==> config.mk <==
export PLATFORM = sky130hd
export DESIGN_NAME = charge_supervisor
export DESIGN_NICKNAME = d
export VERILOG_FILES = /design/src/chgsup_pkg.sv /design/src/chgsup_ctrl.sv /design/src/chgsup_datapath.sv /design/src/charge_supervisor.sv
export SDC_FILE = /design/constraint.sdc
export NUM_CORES = 2
export LEC_CHECK = 0
export BUFFER_PORTS_ARGS = -buffer_cell sky130_fd_sc_hd__buf_2
export CAP_MARGIN = 20
export CORE_UTILIZATION = 55
export CTS_CLUSTER_DIAMETER = 150
export DETAILED_ROUTE_END_ITERATION = 16
export PLACE_DENSITY = 0.78
export SETUP_SLACK_MARGIN = 0.05
export SLEW_MARGIN = 10
export SYNTH_ARGS = -nofsm -noshare
export SYNTH_HDL_FRONTEND = slang
export SYNTH_HIERARCHICAL = 1
export SYNTH_SLANG_ARGS = --single-unit
==> constraint.sdc <==
create_clock -name clk -period 12.8 [get_ports clk]
set_clock_uncertainty 0.2 [all_clocks]
set_input_delay 1.28 -clock clk [delete_from_list [all_inputs] [get_ports clk]]
set_output_delay 1.28 -clock clk [all_outputs]
set_load 0.005 [all_outputs]
==> src/chgsup_pkg.sv <==
// Shared types, codes and constants for the charge supervisor block.
// Used by chgsup_ctrl, chgsup_datapath and charge_supervisor; no dependencies.
`default_nettype none

package chgsup_pkg;

    // Stream and configuration port widths.
    localparam int IN_W   = 112;
    localparam int OUT_W  = 232;
    localparam int CFG_AW = 3;
    localparam int CFG_DW = 32;

    // Configuration register indexes.
    localparam logic [CFG_AW-1:0] REG_RETRY_INTERVAL  = 3'd0;
    localparam logic [CFG_AW-1:0] REG_WATCHDOG_INTVL  = 3'd1;
    localparam logic [CFG_AW-1:0] REG_ENERGY_GAP_LIM  = 3'd2;
    localparam logic [CFG_AW-1:0] REG_IN1_MIN         = 3'd3;
    localparam logic [CFG_AW-1:0] REG_SIX_IN2_MIN     = 3'd4;
    localparam logic [CFG_AW-1:0] REG_THREE_IN2_MIN   = 3'd5;
    localparam logic [CFG_AW-1:0] REG_THREE_IN2_MAX   = 3'd6;

    // Register reset values.
    localparam logic [31:0] RST_RETRY_INTERVAL = 32'd5000;
    localparam logic [31:0] RST_WATCHDOG_INTVL = 32'd1000;
    localparam logic [31:0] RST_ENERGY_GAP_LIM = 32'd5000;
    localparam logic [15:0] RST_IN1_MIN        = 16'd10000;
    localparam logic [15:0] RST_SIX_IN2_MIN    = 16'd18000;
    localparam logic [15:0] RST_THREE_IN2_MIN  = 16'd9000;
    localparam logic [15:0] RST_THREE_IN2_MAX  = 16'd15000;

    // Charge state codes.
    localparam logic [2:0] SOC_UNKNOWN      = 3'd0;
    localparam logic [2:0] SOC_CHARGING     = 3'd1;
    localparam logic [2:0] SOC_COMPLETED    = 3'd2;
    localparam logic [2:0] SOC_NOT_CHARGING = 3'd3;
    localparam logic [2:0] SOC_FAULT        = 3'd4;

    // Battery profile codes.
    localparam logic [1:0] PROF_NONE  = 2'd0;
    localparam logic [1:0] PROF_THREE = 2'd1;
    localparam logic [1:0] PROF_SIX   = 2'd2;

    // Source bit positions in the updated and valid masks.
    localparam int SRC_STATUS  = 0;
    localparam int SRC_POWER   = 1;
    localparam int SRC_CHARGER = 2;

    localparam logic [62:0] ENERGY_MAX = 63'h7FFF_FFFF_FFFF_FFFF;

    // Input item, last declared field in the lowest bits.
    typedef struct packed {
        logic        pad;
        logic        driver_ok;
        logic [15:0] input2_voltage_mv;
        logic [15:0] input1_voltage_mv;
        logic [15:0] output_current_ma;
        logic [15:0] output_voltage_mv;
        logic [7:0]  status_port_byte;
        logic [2:0]  valid_sources;
        logic [2:0]  updated_sources;
        logic [31:0] timestamp_ms;
    } in_item_t;

    // Result item, last declared field in the lowest bits.
    typedef struct packed {
        logic        command_failed;
        logic [62:0] idle_energy;
        logic [62:0] charging_energy;
        logic [62:0] unknown_energy;
        logic [30:0] power_uw;
        logic        watchdog_kick_cmd;
        logic [1:0]  apply_profile_cmd;
        logic [1:0]  configured_profile;
        logic [1:0]  detected_profile;
        logic        charge_indicator;
        logic [2:0]  charge_state;
    } out_item_t;

    // Commands from the controller to the datapath.
    typedef struct packed {
        logic load;
        logic decode;
        logic mult;
        logic commit;
    } cmd_t;

    // Status port stat1 is bit 5, stat2 is bit 4.
    function automatic logic [2:0] decode_state(input logic [7:0] port_byte);
        logic [1:0] stat;
        stat = {port_byte[5], port_byte[4]};
        case (stat)
            2'b01:   decode_state = SOC_CHARGING;
            2'b10:   decode_state = SOC_COMPLETED;
            2'b11:   decode_state = SOC_NOT_CHARGING;
            default: decode_state = SOC_FAULT;
        endcase
    endfunction

endpackage

`default_nettype wire

==> src/chgsup_ctrl.sv <==
// Sequencing controller of the charge supervisor: input handshake, the
// decode, multiply and commit steps, and the output valid flag. Uses chgsup_pkg.
`default_nettype none

module chgsup_ctrl (
    input  wire logic          clk,
    input  wire logic          rst_n,
    input  wire logic          s_tvalid,
    output logic               s_tready,
    output logic               m_tvalid,
    input  wire logic          m_tready,
    output chgsup_pkg::cmd_t   cmd
);

    typedef enum logic [1:0] {
        ST_IDLE,
        ST_DECODE,
        ST_MULT,
        ST_ACCUM
    } state_t;

    state_t state_reg;
    state_t state_next;
    logic   m_tvalid_reg;
    logic   m_tvalid_next;
    logic   commit;

    // The result is committed once the output register is free or being drained.
    assign commit = (state_reg == ST_ACCUM) && (!m_tvalid_reg || m_tready);

    always_comb
    begin
        state_next = state_reg;
        case (state_reg)
            ST_IDLE:
            begin
                if (s_tvalid)
                begin
                    state_next = ST_DECODE;
                end
            end
            ST_DECODE: state_next = ST_MULT;
            ST_MULT:   state_next = ST_ACCUM;
            ST_ACCUM:
            begin
                if (commit)
                begin
                    state_next = ST_IDLE;
                end
            end
            default:   state_next = ST_IDLE;
        endcase
        m_tvalid_next = commit || (m_tvalid_reg && !m_tready);
    end

    always_ff @(posedge clk or negedge rst_n)
    begin
        if (!rst_n)
        begin
            state_reg    <= ST_IDLE;
            m_tvalid_reg <= 1'b0;
        end
        else
        begin
            state_reg    <= state_next;
            m_tvalid_reg <= m_tvalid_next;
        end
    end

    assign s_tready   = (state_reg == ST_IDLE);
    assign m_tvalid   = m_tvalid_reg;
    assign cmd.load   = s_tvalid && (state_reg == ST_IDLE);
    assign cmd.decode = (state_reg == ST_DECODE);
    assign cmd.mult   = (state_reg == ST_MULT);
    assign cmd.commit = commit;

endmodule

`default_nettype wire

==> src/chgsup_datapath.sv <==
// Datapath of the charge supervisor: configuration registers, charge state,
// power and energy arithmetic, profile policy and the result register. Uses chgsup_pkg.
`default_nettype none

module chgsup_datapath (
    input  wire logic                              clk,
    input  wire logic                              rst_n,
    input  wire logic                              cfg_we,
    input  wire logic [chgsup_pkg::CFG_AW-1:0]     cfg_addr,
    input  wire logic [chgsup_pkg::CFG_DW-1:0]     cfg_wdata,
    input  wire chgsup_pkg::cmd_t                  cmd,
    input  wire chgsup_pkg::in_item_t              in_item,
    output chgsup_pkg::out_item_t                  out_item
);

    // Configuration registers.
    logic [31:0] retry_interval_reg;
    logic [31:0] watchdog_interval_reg;
    logic [31:0] gap_limit_reg;
    logic [15:0] in1_min_reg;
    logic [15:0] six_in2_min_reg;
    logic [15:0] three_in2_min_reg;
    logic [15:0] three_in2_max_reg;

    // Architectural state.
    logic [2:0]  soc_reg;
    logic [1:0]  seen_reg;
    logic [1:0]  applied_reg;
    logic        have_time_reg;
    logic [31:0] last_power_time_reg;
    logic [31:0] last_attempt_reg;
    logic [31:0] last_kick_reg;
    logic [62:0] unk_energy_reg;
    logic [62:0] chg_energy_reg;
    logic [62:0] idle_energy_reg;
    logic        fail_reg;
    logic [30:0] held_power_reg;

    // Captured item and intermediate stage registers.
    chgsup_pkg::in_item_t item_reg;
    logic [2:0]  soc_new_reg;
    logic [30:0] power_reg;
    logic [31:0] gap_reg;
    logic        gap_ok_reg;
    logic [1:0]  det_reg;
    logic [62:0] energy_reg;
    chgsup_pkg::out_item_t out_reg;

    // Decode step.
    logic        pw_en;
    logic        pol_en;
    logic [2:0]  soc_dec;
    logic [30:0] power_prod;
    logic [31:0] gap_calc;
    logic        gap_ok_calc;
    logic        in1_high;
    logic [1:0]  det_calc;

    // Multiply and commit steps.
    logic [62:0] energy_prod;
    logic [62:0] bin_cur;
    logic [63:0] bin_sum;
    logic [62:0] bin_upd;
    logic [31:0] attempt_gap;
    logic [31:0] kick_gap;
    logic        policy_go;
    logic        apply_go;
    logic        kick_go;
    logic [1:0]  seen_next;
    logic [1:0]  applied_next;
    logic [62:0] unk_energy_next;
    logic [62:0] chg_energy_next;
    logic [62:0] idle_energy_next;
    logic        fail_next;
    logic [30:0] held_power_next;
    chgsup_pkg::out_item_t out_next;

    assign pw_en  = item_reg.updated_sources[chgsup_pkg::SRC_POWER]
                 && item_reg.valid_sources[chgsup_pkg::SRC_POWER];
    assign pol_en = item_reg.valid_sources[chgsup_pkg::SRC_POWER];

    always_comb
    begin
        soc_dec = soc_reg;
        if (item_reg.updated_sources[chgsup_pkg::SRC_STATUS])
        begin
            if (item_reg.valid_sources[chgsup_pkg::SRC_STATUS])
            begin
                soc_dec = chgsup_pkg::decode_state(item_reg.status_port_byte);
            end
            else
            begin
                soc_dec = chgsup_pkg::SOC_UNKNOWN;
            end
        end
    end

    // A negative current gives zero power; the positive product stays below 2^31.
    assign power_prod  = item_reg.output_current_ma[15] ? 31'd0
                       : ({15'd0, item_reg.output_voltage_mv}
                          * {16'd0, item_reg.output_current_ma[14:0]});
    assign gap_calc    = item_reg.timestamp_ms - last_power_time_reg;
    assign gap_ok_calc = have_time_reg && (gap_calc != 32'd0) && (gap_calc <= gap_limit_reg);

    assign in1_high = item_reg.input1_voltage_mv > in1_min_reg;
    always_comb
    begin
        if (in1_high && (item_reg.input2_voltage_mv > six_in2_min_reg))
        begin
            det_calc = chgsup_pkg::PROF_SIX;
        end
        else if (in1_high && (item_reg.input2_voltage_mv > three_in2_min_reg)
                 && (item_reg.input2_voltage_mv < three_in2_max_reg))
        begin
            det_calc = chgsup_pkg::PROF_THREE;
        end
        else
        begin
            det_calc = chgsup_pkg::PROF_NONE;
        end
    end

    assign energy_prod = 63'(power_reg) * 63'(gap_reg);

    // Energy goes to the bin of the charge state after this sample's update.
    always_comb
    begin
        case (soc_new_reg)
            chgsup_pkg::SOC_UNKNOWN:  bin_cur = unk_energy_reg;
            chgsup_pkg::SOC_CHARGING: bin_cur = chg_energy_reg;
            default:                  bin_cur = idle_energy_reg;
        endcase
    end

    // Both addends are below 2^63, so bit 63 of the sum flags saturation.
    assign bin_sum = {1'b0, bin_cur} + {1'b0, energy_reg};
    assign bin_upd = bin_sum[63] ? chgsup_pkg::ENERGY_MAX : bin_sum[62:0];

    assign attempt_gap = item_reg.timestamp_ms - last_attempt_reg;
    assign kick_gap    = item_reg.timestamp_ms - last_kick_reg;
    assign policy_go   = pol_en && (det_reg != chgsup_pkg::PROF_NONE)
                      && item_reg.valid_sources[chgsup_pkg::SRC_CHARGER];
    assign apply_go    = policy_go
                      && ((det_reg == chgsup_pkg::PROF_THREE)
                          || (soc_new_reg == chgsup_pkg::SOC_NOT_CHARGING))
                      && (det_reg != applied_reg)
                      && ((last_attempt_reg == 32'd0) || (attempt_gap >= retry_interval_reg));
    assign kick_go     = policy_go && !apply_go
                      && (det_reg == chgsup_pkg::PROF_THREE)
                      && (applied_reg == chgsup_pkg::PROF_THREE)
                      && (kick_gap >= watchdog_interval_reg);

    always_comb
    begin
        seen_next        = seen_reg;
        applied_next     = applied_reg;
        unk_energy_next  = unk_energy_reg;
        chg_energy_next  = chg_energy_reg;
        idle_energy_next = idle_energy_reg;
        fail_next        = fail_reg;
        held_power_next  = held_power_reg;
        if (pw_en)
        begin
            held_power_next = power_reg;
            case (soc_new_reg)
                chgsup_pkg::SOC_UNKNOWN:  unk_energy_next  = bin_upd;
                chgsup_pkg::SOC_CHARGING: chg_energy_next  = bin_upd;
                default:                  idle_energy_next = bin_upd;
            endcase
        end
        if (pol_en)
        begin
            seen_next = det_reg;
            if (det_reg == chgsup_pkg::PROF_NONE)
            begin
                applied_next = chgsup_pkg::PROF_NONE;
            end
        end
        if (apply_go || kick_go)
        begin
            fail_next = !item_reg.driver_ok;
        end
        if (apply_go && item_reg.driver_ok)
        begin
            applied_next = det_reg;
        end
    end

    always_comb
    begin
        out_next.command_failed     = fail_next;
        out_next.idle_energy        = idle_energy_next;
        out_next.charging_energy    = chg_energy_next;
        out_next.unknown_energy     = unk_energy_next;
        out_next.power_uw           = held_power_next;
        out_next.watchdog_kick_cmd  = kick_go;
        out_next.apply_profile_cmd  = apply_go ? det_reg : chgsup_pkg::PROF_NONE;
        out_next.configured_profile = applied_next;
        out_next.detected_profile   = seen_next;
        out_next.charge_indicator   = (soc_new_reg == chgsup_pkg::SOC_CHARGING);
        out_next.charge_state       = soc_new_reg;
    end

    // Configuration writes.
    always_ff @(posedge clk or negedge rst_n)
    begin
        if (!rst_n)
        begin
            retry_interval_reg    <= chgsup_pkg::RST_RETRY_INTERVAL;
            watchdog_interval_reg <= chgsup_pkg::RST_WATCHDOG_INTVL;
            gap_limit_reg         <= chgsup_pkg::RST_ENERGY_GAP_LIM;
            in1_min_reg           <= chgsup_pkg::RST_IN1_MIN;
            six_in2_min_reg       <= chgsup_pkg::RST_SIX_IN2_MIN;
            three_in2_min_reg     <= chgsup_pkg::RST_THREE_IN2_MIN;
            three_in2_max_reg     <= chgsup_pkg::RST_THREE_IN2_MAX;
        end
        else if (cfg_we)
        begin
            case (cfg_addr)
                chgsup_pkg::REG_RETRY_INTERVAL: retry_interval_reg    <= cfg_wdata;
                chgsup_pkg::REG_WATCHDOG_INTVL: watchdog_interval_reg <= cfg_wdata;
                chgsup_pkg::REG_ENERGY_GAP_LIM: gap_limit_reg         <= cfg_wdata;
                chgsup_pkg::REG_IN1_MIN:        in1_min_reg           <= cfg_wdata[15:0];
                chgsup_pkg::REG_SIX_IN2_MIN:    six_in2_min_reg       <= cfg_wdata[15:0];
                chgsup_pkg::REG_THREE_IN2_MIN:  three_in2_min_reg     <= cfg_wdata[15:0];
                chgsup_pkg::REG_THREE_IN2_MAX:  three_in2_max_reg     <= cfg_wdata[15:0];
                default:
                begin
                end
            endcase
        end
    end

    // Item capture and intermediate stages.
    always_ff @(posedge clk)
    begin
        if (cmd.load)
        begin
            item_reg <= in_item;
        end
        if (cmd.decode)
        begin
            soc_new_reg <= soc_dec;
            power_reg   <= power_prod;
            gap_reg     <= gap_calc;
            gap_ok_reg  <= gap_ok_calc;
            det_reg     <= det_calc;
        end
        if (cmd.mult)
        begin
            energy_reg <= (pw_en && gap_ok_reg) ? energy_prod : 63'd0;
        end
        if (cmd.commit)
        begin
            out_reg <= out_next;
        end
    end

    // Architectural state is updated in one step at commit.
    always_ff @(posedge clk or negedge rst_n)
    begin
        if (!rst_n)
        begin
            soc_reg             <= chgsup_pkg::SOC_UNKNOWN;
            seen_reg            <= chgsup_pkg::PROF_NONE;
            applied_reg         <= chgsup_pkg::PROF_NONE;
            have_time_reg       <= 1'b0;
            last_power_time_reg <= 32'd0;
            last_attempt_reg    <= 32'd0;
            last_kick_reg       <= 32'd0;
            unk_energy_reg      <= 63'd0;
            chg_energy_reg      <= 63'd0;
            idle_energy_reg     <= 63'd0;
            fail_reg            <= 1'b0;
            held_power_reg      <= 31'd0;
        end
        else if (cmd.commit)
        begin
            soc_reg         <= soc_new_reg;
            seen_reg        <= seen_next;
            applied_reg     <= applied_next;
            unk_energy_reg  <= unk_energy_next;
            chg_energy_reg  <= chg_energy_next;
            idle_energy_reg <= idle_energy_next;
            fail_reg        <= fail_next;
            held_power_reg  <= held_power_next;
            if (pw_en)
            begin
                have_time_reg       <= 1'b1;
                last_power_time_reg <= item_reg.timestamp_ms;
            end
            if (apply_go)
            begin
                last_attempt_reg <= item_reg.timestamp_ms;
            end
            if ((apply_go && item_reg.driver_ok) || kick_go)
            begin
                last_kick_reg <= item_reg.timestamp_ms;
            end
        end
    end

    assign out_item = out_reg;

endmodule

`default_nettype wire

==> src/charge_supervisor.sv <==
// Charge supervisor: takes measurement samples and returns charge state,
// power, energy bins and charger commands per sample.
// The input sample stream (s_*) carries one measurement per transaction.
// The result stream (m_*) returns exactly one result per sample.
// The write port (cfg_*) sets thresholds and intervals; write only while idle.
// A sample passes through the decode step (16x15 power product), the multiply
// step (31x32 energy product) and the accumulate step, which commits the result
// once the output register is free or being drained.
// s_tready is high only in the idle step, so a new sample is taken only after the last one is committed.
// The result sits in an output register, so the next sample is taken while
// a finished result waits; if the receiver still stalls when the following
// result is ready, the block holds it and keeps s_tready low until drained.
// Reset (rst_n low, asynchronous) restores register defaults, clears all
// energy bins and history, and drops m_tvalid. No clearing pass is needed.
// Depends on chgsup_pkg, chgsup_ctrl and chgsup_datapath.
`default_nettype none

module charge_supervisor (
    input  wire logic                               clk,
    input  wire logic                               rst_n,
    // timestamp_ms, updated_sources, valid_sources, status_port_byte,
    // output_voltage_mv, output_current_ma, input1_voltage_mv,
    // input2_voltage_mv, driver_ok, one zero pad bit
    input  wire logic [chgsup_pkg::IN_W-1:0]        s_tdata,
    input  wire logic                               s_tvalid,
    output logic                                    s_tready,
    // charge_state, charge_indicator, detected_profile, configured_profile,
    // apply_profile_cmd, watchdog_kick_cmd, power_uw, unknown_energy,
    // charging_energy, idle_energy, command_failed
    output logic [chgsup_pkg::OUT_W-1:0]            m_tdata,
    output logic                                    m_tvalid,
    input  wire logic                               m_tready,
    input  wire logic                               cfg_we,
    input  wire logic [chgsup_pkg::CFG_AW-1:0]      cfg_addr,
    input  wire logic [chgsup_pkg::CFG_DW-1:0]      cfg_wdata
);

    chgsup_pkg::cmd_t      cmd;
    chgsup_pkg::in_item_t  in_item;
    chgsup_pkg::out_item_t out_item;

    assign in_item = s_tdata;
    assign m_tdata = out_item;

    chgsup_ctrl u_ctrl (
        .clk      (clk),
        .rst_n    (rst_n),
        .s_tvalid (s_tvalid),
        .s_tready (s_tready),
        .m_tvalid (m_tvalid),
        .m_tready (m_tready),
        .cmd      (cmd)
    );

    chgsup_datapath u_datapath (
        .clk       (clk),
        .rst_n     (rst_n),
        .cfg_we    (cfg_we),
        .cfg_addr  (cfg_addr),
        .cfg_wdata (cfg_wdata),
        .cmd       (cmd),
        .in_item   (in_item),
        .out_item  (out_item)
    );

`ifndef ASSERT_OFF
    // A sample occupies the block for the decode and multiply steps.
    assert property (@(posedge clk) disable iff (!rst_n)
        (s_tvalid && s_tready) |=> (!s_tready ##1 !s_tready))
        else $error("sample accepted while previous one still in flight");

    // A profile application and a watchdog kick never share one result.
    assert property (@(posedge clk) disable iff (!rst_n)
        m_tvalid |-> ((m_tdata[9:8] == chgsup_pkg::PROF_NONE) || !m_tdata[10]))
        else $error("apply and kick commanded together");

    // The indicator follows the charging state exactly.
    assert property (@(posedge clk) disable iff (!rst_n)
        m_tvalid |-> (m_tdata[3] == (m_tdata[2:0] == chgsup_pkg::SOC_CHARGING)))
        else $error("indicator disagrees with charge state");

    // A successful application shows up as the configured profile.
    assert property (@(posedge clk) disable iff (!rst_n)
        (m_tvalid && (m_tdata[9:8] != chgsup_pkg::PROF_NONE) && !m_tdata[231])
        |-> (m_tdata[7:6] == m_tdata[9:8]))
        else $error("applied profile not recorded");
`endif

endmodule

`default_nettype wire
# Yosys cells after proc, flatten, opt, wreduce, memory -nomap -nowiden
# Cells that the tools add are included.
# Widths: inputs -> output; s select.
[op_classes]
mul = 2
n_eq_ne = 19
mux = 21
addsub = 4
n_reduce_logical = 49
order_cmp = 7
[ops]
columns = ["operator", "n"]
rows = [
  ["$mux 63", 7],
  ["$pmux 63 s2", 1],
  ["$sub 32x32->32", 3],
  ["$add 63x63->64", 1],
  ["$ge 32x32->1", 2],
  ["$mul 31x32->63", 1],
  ["$gt 16x16->1", 3],
  ["$le 32x32->1", 1],
  ["$logic_not 32->1", 1],
  ["$reduce_bool 32->1", 1],
  ["$mul 16x15->31", 1],
  ["$mux 31", 1],
  ["$reduce_and 2->1", 11],
  ["$logic_and 1x1->1", 20],
  ["$lt 16x16->1", 1],
  ["$mux 2", 6],
  ["$eq 3x2->1 const B", 3],
  ["$eq 3x3->1 const B", 3],
  ["$pmux 3 s3", 1],
  ["$eq 2x1->1 const B", 4],
  ["$eq 2x2->1 const B", 4],
  ["$pmux 2 s4", 1],
  ["$eq 3x1->1 const B", 2],
  ["$logic_not 3->1", 2],
  ["10 further kinds", 21],
]
[word_totals]
reg_bits = 960
output_inout_bits = 234
inputBits = 152

# Logic depth before layout (Yosys ltp)
[logic_depth]
ltp_word = 13
ltp_mapped = 30
mapped_depth_nobuf = 29

# Hierarchy
# Netlist, hierarchy kept.
[modules_own_cells]
columns = ["mod", "n_inst", "cells_each", "area_per_inst_um2", "seq_area_each_um2"]
rows = [
  ["chgsup_datapath", 1, 9038, 88114.5, 26237.7],
  ["chgsup_ctrl", 1, 19, 212.7, 75.1],
]

# Worst setup path after synthesis
# No wires, ideal clock.
[synth_timing]
kind = "register -> register"
startpoint = "register u_datapath.power_reg[7]"
endpoint = "register u_datapath.energy_reg[62], data pin"
setup_slack_ps = 5024
t_required_ps = 12334
t_arrival_ps = 7310
path_stages_with_launch = 28
setup_time_ps = 266
cell_sequence = "edfxtp_1 clkbuf_1 nand2_1 fa_1 inv_1 fa_1 inv_1 fa_1 inv_1 fa_1 inv_1 fa_1 inv_1 fa_1 fa_1 fa_1 ha_1 a21oi_1 o21ai_0 a31oi_1 nor2_1 o41ai_1 nand4_1 a41oi_2 o21bai_1 a311oi_1 xnor2_1 nor2_1"
[synth_between]
elab_chain_cells = 1
[synth_rtl]
columns = ["item", "line", "source"]
rows = [
  ["from (decl)", "chgsup_datapath.sv:42", "logic [30:0] power_reg;"],
  ["from (signal assigned)", "chgsup_datapath.sv:244", "power_reg <= power_prod;"],
  ["$mul 31x32->63", "chgsup_datapath.sv:123", "assign energy_prod = 63'(power_reg) * 63'(gap_reg);"],
  ["to (signal assigned)", "chgsup_datapath.sv:251", "energy_reg <= (pw_en && gap_ok_reg) ? energy_prod : 63'd0;"],
  ["to (decl)", "chgsup_datapath.sv:46", "logic [62:0] energy_reg;"],
]
# No other way between the ends.
# A chain may end at the register's enable or synchronous reset.

# Worst setup path in the final report
[layout_timing]
startpoint = "register u_datapath.gap_reg[7]"
endpoint = "register u_datapath.energy_reg[42], data pin"
[layout_between]
elab_chain_cells = 1
[layout_rtl]
columns = ["item", "line", "source"]
rows = [
  ["from (decl)", "chgsup_datapath.sv:43", "logic [31:0] gap_reg;"],
  ["from (signal assigned)", "chgsup_datapath.sv:245", "gap_reg <= gap_calc;"],
  ["$mul 31x32->63", "chgsup_datapath.sv:123", ""],
]
# No other way between the ends.

==> impl_metrics.toml <==
[final_layout]
fin_nets = 11100
drive_above_1_share_pct = 9.89
n_fill_cell = 12900
largest_register_ffs = 232
areaGrowthSynthToFinish_pct = 7.93

[run]
maxCapViolCount = 0

[logic_synthesis]
syn_nets = 10900
synth_cells = 9057
synth_area_leaders = "fa_1 24%, edfxtp_1 16%, dfrtp_1 13%"
yosysMostFrequentCell = "nand2_1"
synth_edf_count = 468
ys_seq_area_share_pct = 29.8
async_flop_share_pct = 51.0
synth_area_um2 = 88300
synth.distinct_cells = 94
synth.avg_cell_area_um2 = 9.75
synth_commonest_cells = "1350 x nand2_1, 1295 x inv_1, 1050 x fa_1"
synth_top_area_cell = "fa_1"
ys.flop_type = "edfxtp_1"
yosysTopAreaCellShare_pct = 23.8
yosys_warnings = 6
ys_ff_latch = 956

[floorplan]
dieArea_um2 = 162000
rows = 146
io_pins = 386
core_um2 = 159000
die_y_um = 403
start_util_pct = 55.6
chipWidth_um = 403

[clock_network]
cts_max_path_buffers = 3
cts_made_buffers = 102
post_cts_buffers = 0
clk_pin_slew_ps = 60
h-tree-depth = 3
cts_num_sinks = 956
cts_root_buf = "clkbuf_16"
hold_buffers = 0
post_cts_resized = 0
cts_tree = "done"
clkLatencyLatePin_ps = 740

[sta]
fin_tns_setup_ps = 0
setup_viol = 0
hold_viol_final = 0
slew_headroom_pct = 25.8
rsz0062_at_grt = "false"
tightest_slew_ps = 1110
max_freq_mhz = 110
drv_slew = 0
period_needed_ps = 9080
period_share_pct = 70.9

[drt]
routed_via_density = 5.71
wl_per_cell_um = 20.1
firstDrtPassIters = 7
drc = 0
wl_um = 228000
vias = 64900
ant_nets = 0
dr.first_iter.drc_count = 5176

[grt]
grt_max_degree = 163
grt_pass1_wl_um = 365000
grtUsageTotal_pct = 28.4
grt_pass1_vias = 67300
antenna_found_initial = 8
grt-ovfl-total = 0

[setup_path]
crit_path_max_fanout = 16
start_kind = "register"
crit_arrival_ps = 9380
reg2reg_depth = 25
endpoint_kind = "register"
rr_endpoint = "u_datapath/energy_reg[42]$_SDFFCE_PN0P_"
r2r_start = "u_datapath/gap_reg[7]$_DFFE_PP_"
setup.worst_path.class = "register to register"
r2r_setup_slack_ps = 3720
cp.required_ps = 13100

[worst_hold_path]
min_to = "u_datapath/have_time_reg$_DFFE_PN0P_"
worstHoldStart = "u_datapath/have_time_reg$_DFFE_PN0P_"
hold_class = "register to register"
hold_depth = 1

[placement]
gp_congestion = 0.943
hpwl_um = 168000
placement.io_buffers = 377

[status]
outcome = "finished, final reports clean"
==> placed cells by master, fill, tap and decap left out, types with 11 or more instances in the layout <==
master     Yosys  final
nor4_1        19     19
a221oi_1      13     13
edfxtp_1     468    468
nor2b_1       48     48
clkinv_2       0     18
nand4_1       60     60
buf_2          6    376
ha_1         670    668
mux2_2       181    181
o211ai_1      16     16
xnor2_1      134    134
nand2_1     1350   1343
xor2_1        69     69
a21o_1       160    160
and3_1        26     26
o21ai_1      128    127
nor2_1       385    385
dfstp_2       38     38
a21oi_1      340    340
buf_4          5     89
o31ai_1       15     15
clkbuf_16      0    105
nand3_1       65     64
or2_2         12     11
nor3_1        56     53
dfrtp_1      450    450
a31oi_1       27     27
o21a_1        35     35
o21bai_1      39     39
mux2i_1       79     79
nand2b_1      49     49
a211oi_1      29     29
fa_1        1050   1050
or3_1         14     14
clkbuf_1     418     31
and2_1       621    618
o21ai_0      486    486
inv_1       1295   1295
==> layer usage <==
metal,part of all wire [%],GRT usage (%)
met5,0.0053,0
met4,3.4,9.30
met3,8.3,5.63
met2,47,47.0
met1,41,37.6
==> cell type report <==
class | count | area (um^2) | share of cell area [%]
well taps | 2072 | 2590 | 2.72
inverters | 1295 | 4860 | 5.10
repair buffers | 474 | 2740 | 2.87
clock inverters | 52 | 445 | 0.467
diodes | 3 | 7.51 | 0.00787
multi-input cells | 6361 | 55500 | 58.3
clock buffers | 142 | 2830 | 2.96
flip-flops and latches | 956 | 26300 | 27.6
==> per-stage QoR <==
stage	std cells	setup slack (ps)	util [%]	hold WS, ps	instance area, um^2
6_report	11400	3720	60.0	269	95300
3_3_place_gp	11200	3760	57.9	245	92000
2_1_floorplan	9057	5020	-	224	88300
4_1_cts	11400	3840	59.9	269	95300
5_1_grt	11400	3260	60.0	313	95300
3_5_place_dp	11200	3880	57.9	255	92000
==> worst max path at each step <==
| stage | end | cells after the start | start |
|---|---|---|---|
| after floorplan | u_datapath/energy_reg[62]$_SDFFCE_PN0P_ | 27 | u_datapath/power_reg[7]$_SDFFCE_PP0P_ |
| after global placement | u_datapath/energy_reg[62]$_SDFFCE_PN0P_ | 25 | u_datapath/power_reg[5]$_SDFFCE_PP0P_ |
| after detailed placement | u_datapath/energy_reg[62]$_SDFFCE_PN0P_ | 26 | u_datapath/gap_reg[7]$_DFFE_PP_ |
| after CTS | u_datapath/energy_reg[42]$_SDFFCE_PN0P_ | 25 | u_datapath/gap_reg[7]$_DFFE_PP_ |
| after global routing | u_datapath/energy_reg[60]$_SDFFCE_PN0P_ | 23 | u_datapath/power_reg[19]$_SDFFCE_PP0P_ |
| final | u_datapath/energy_reg[42]$_SDFFCE_PN0P_ | 25 | u_datapath/gap_reg[7]$_DFFE_PP_ |
==> worst max-delay path, cell delays in order, from the launching register on <==
cell      delay [ps]
edfxtp_1         910
buf_4            390
nand2_1          150
fa_1             430
inv_1             90
fa_1             440
fa_1             540
inv_1             60
fa_1             470
inv_1             50
fa_1             500
inv_1             50
fa_1             530
inv_1             50
fa_1             490
fa_1             440
ha_1             400
nand3_1          140
o311ai_1         690
nand2_1          190
a31oi_1          530
a31oi_1          250
o21ai_1          320
nand2_1          120
mux2i_1          120
or2_2            300
==> kinds of logic after synthesis <==
kind of cell	count (synthesis)	synth area share [%]
and+or+nand+nor	2768	14.7
buffers and inverters	1740	7.44
adders and majority gates	1720	33.3
AOI/OAI and AO/OA	1401	9.48
DFF	956	29.8
muxes	268	3.31
xor gates and xnor gates	204	2.03
Power is left out: the tool's default activity adds up to more than one toggle a clock period on the data nets, which glitch-free logic cannot reach.
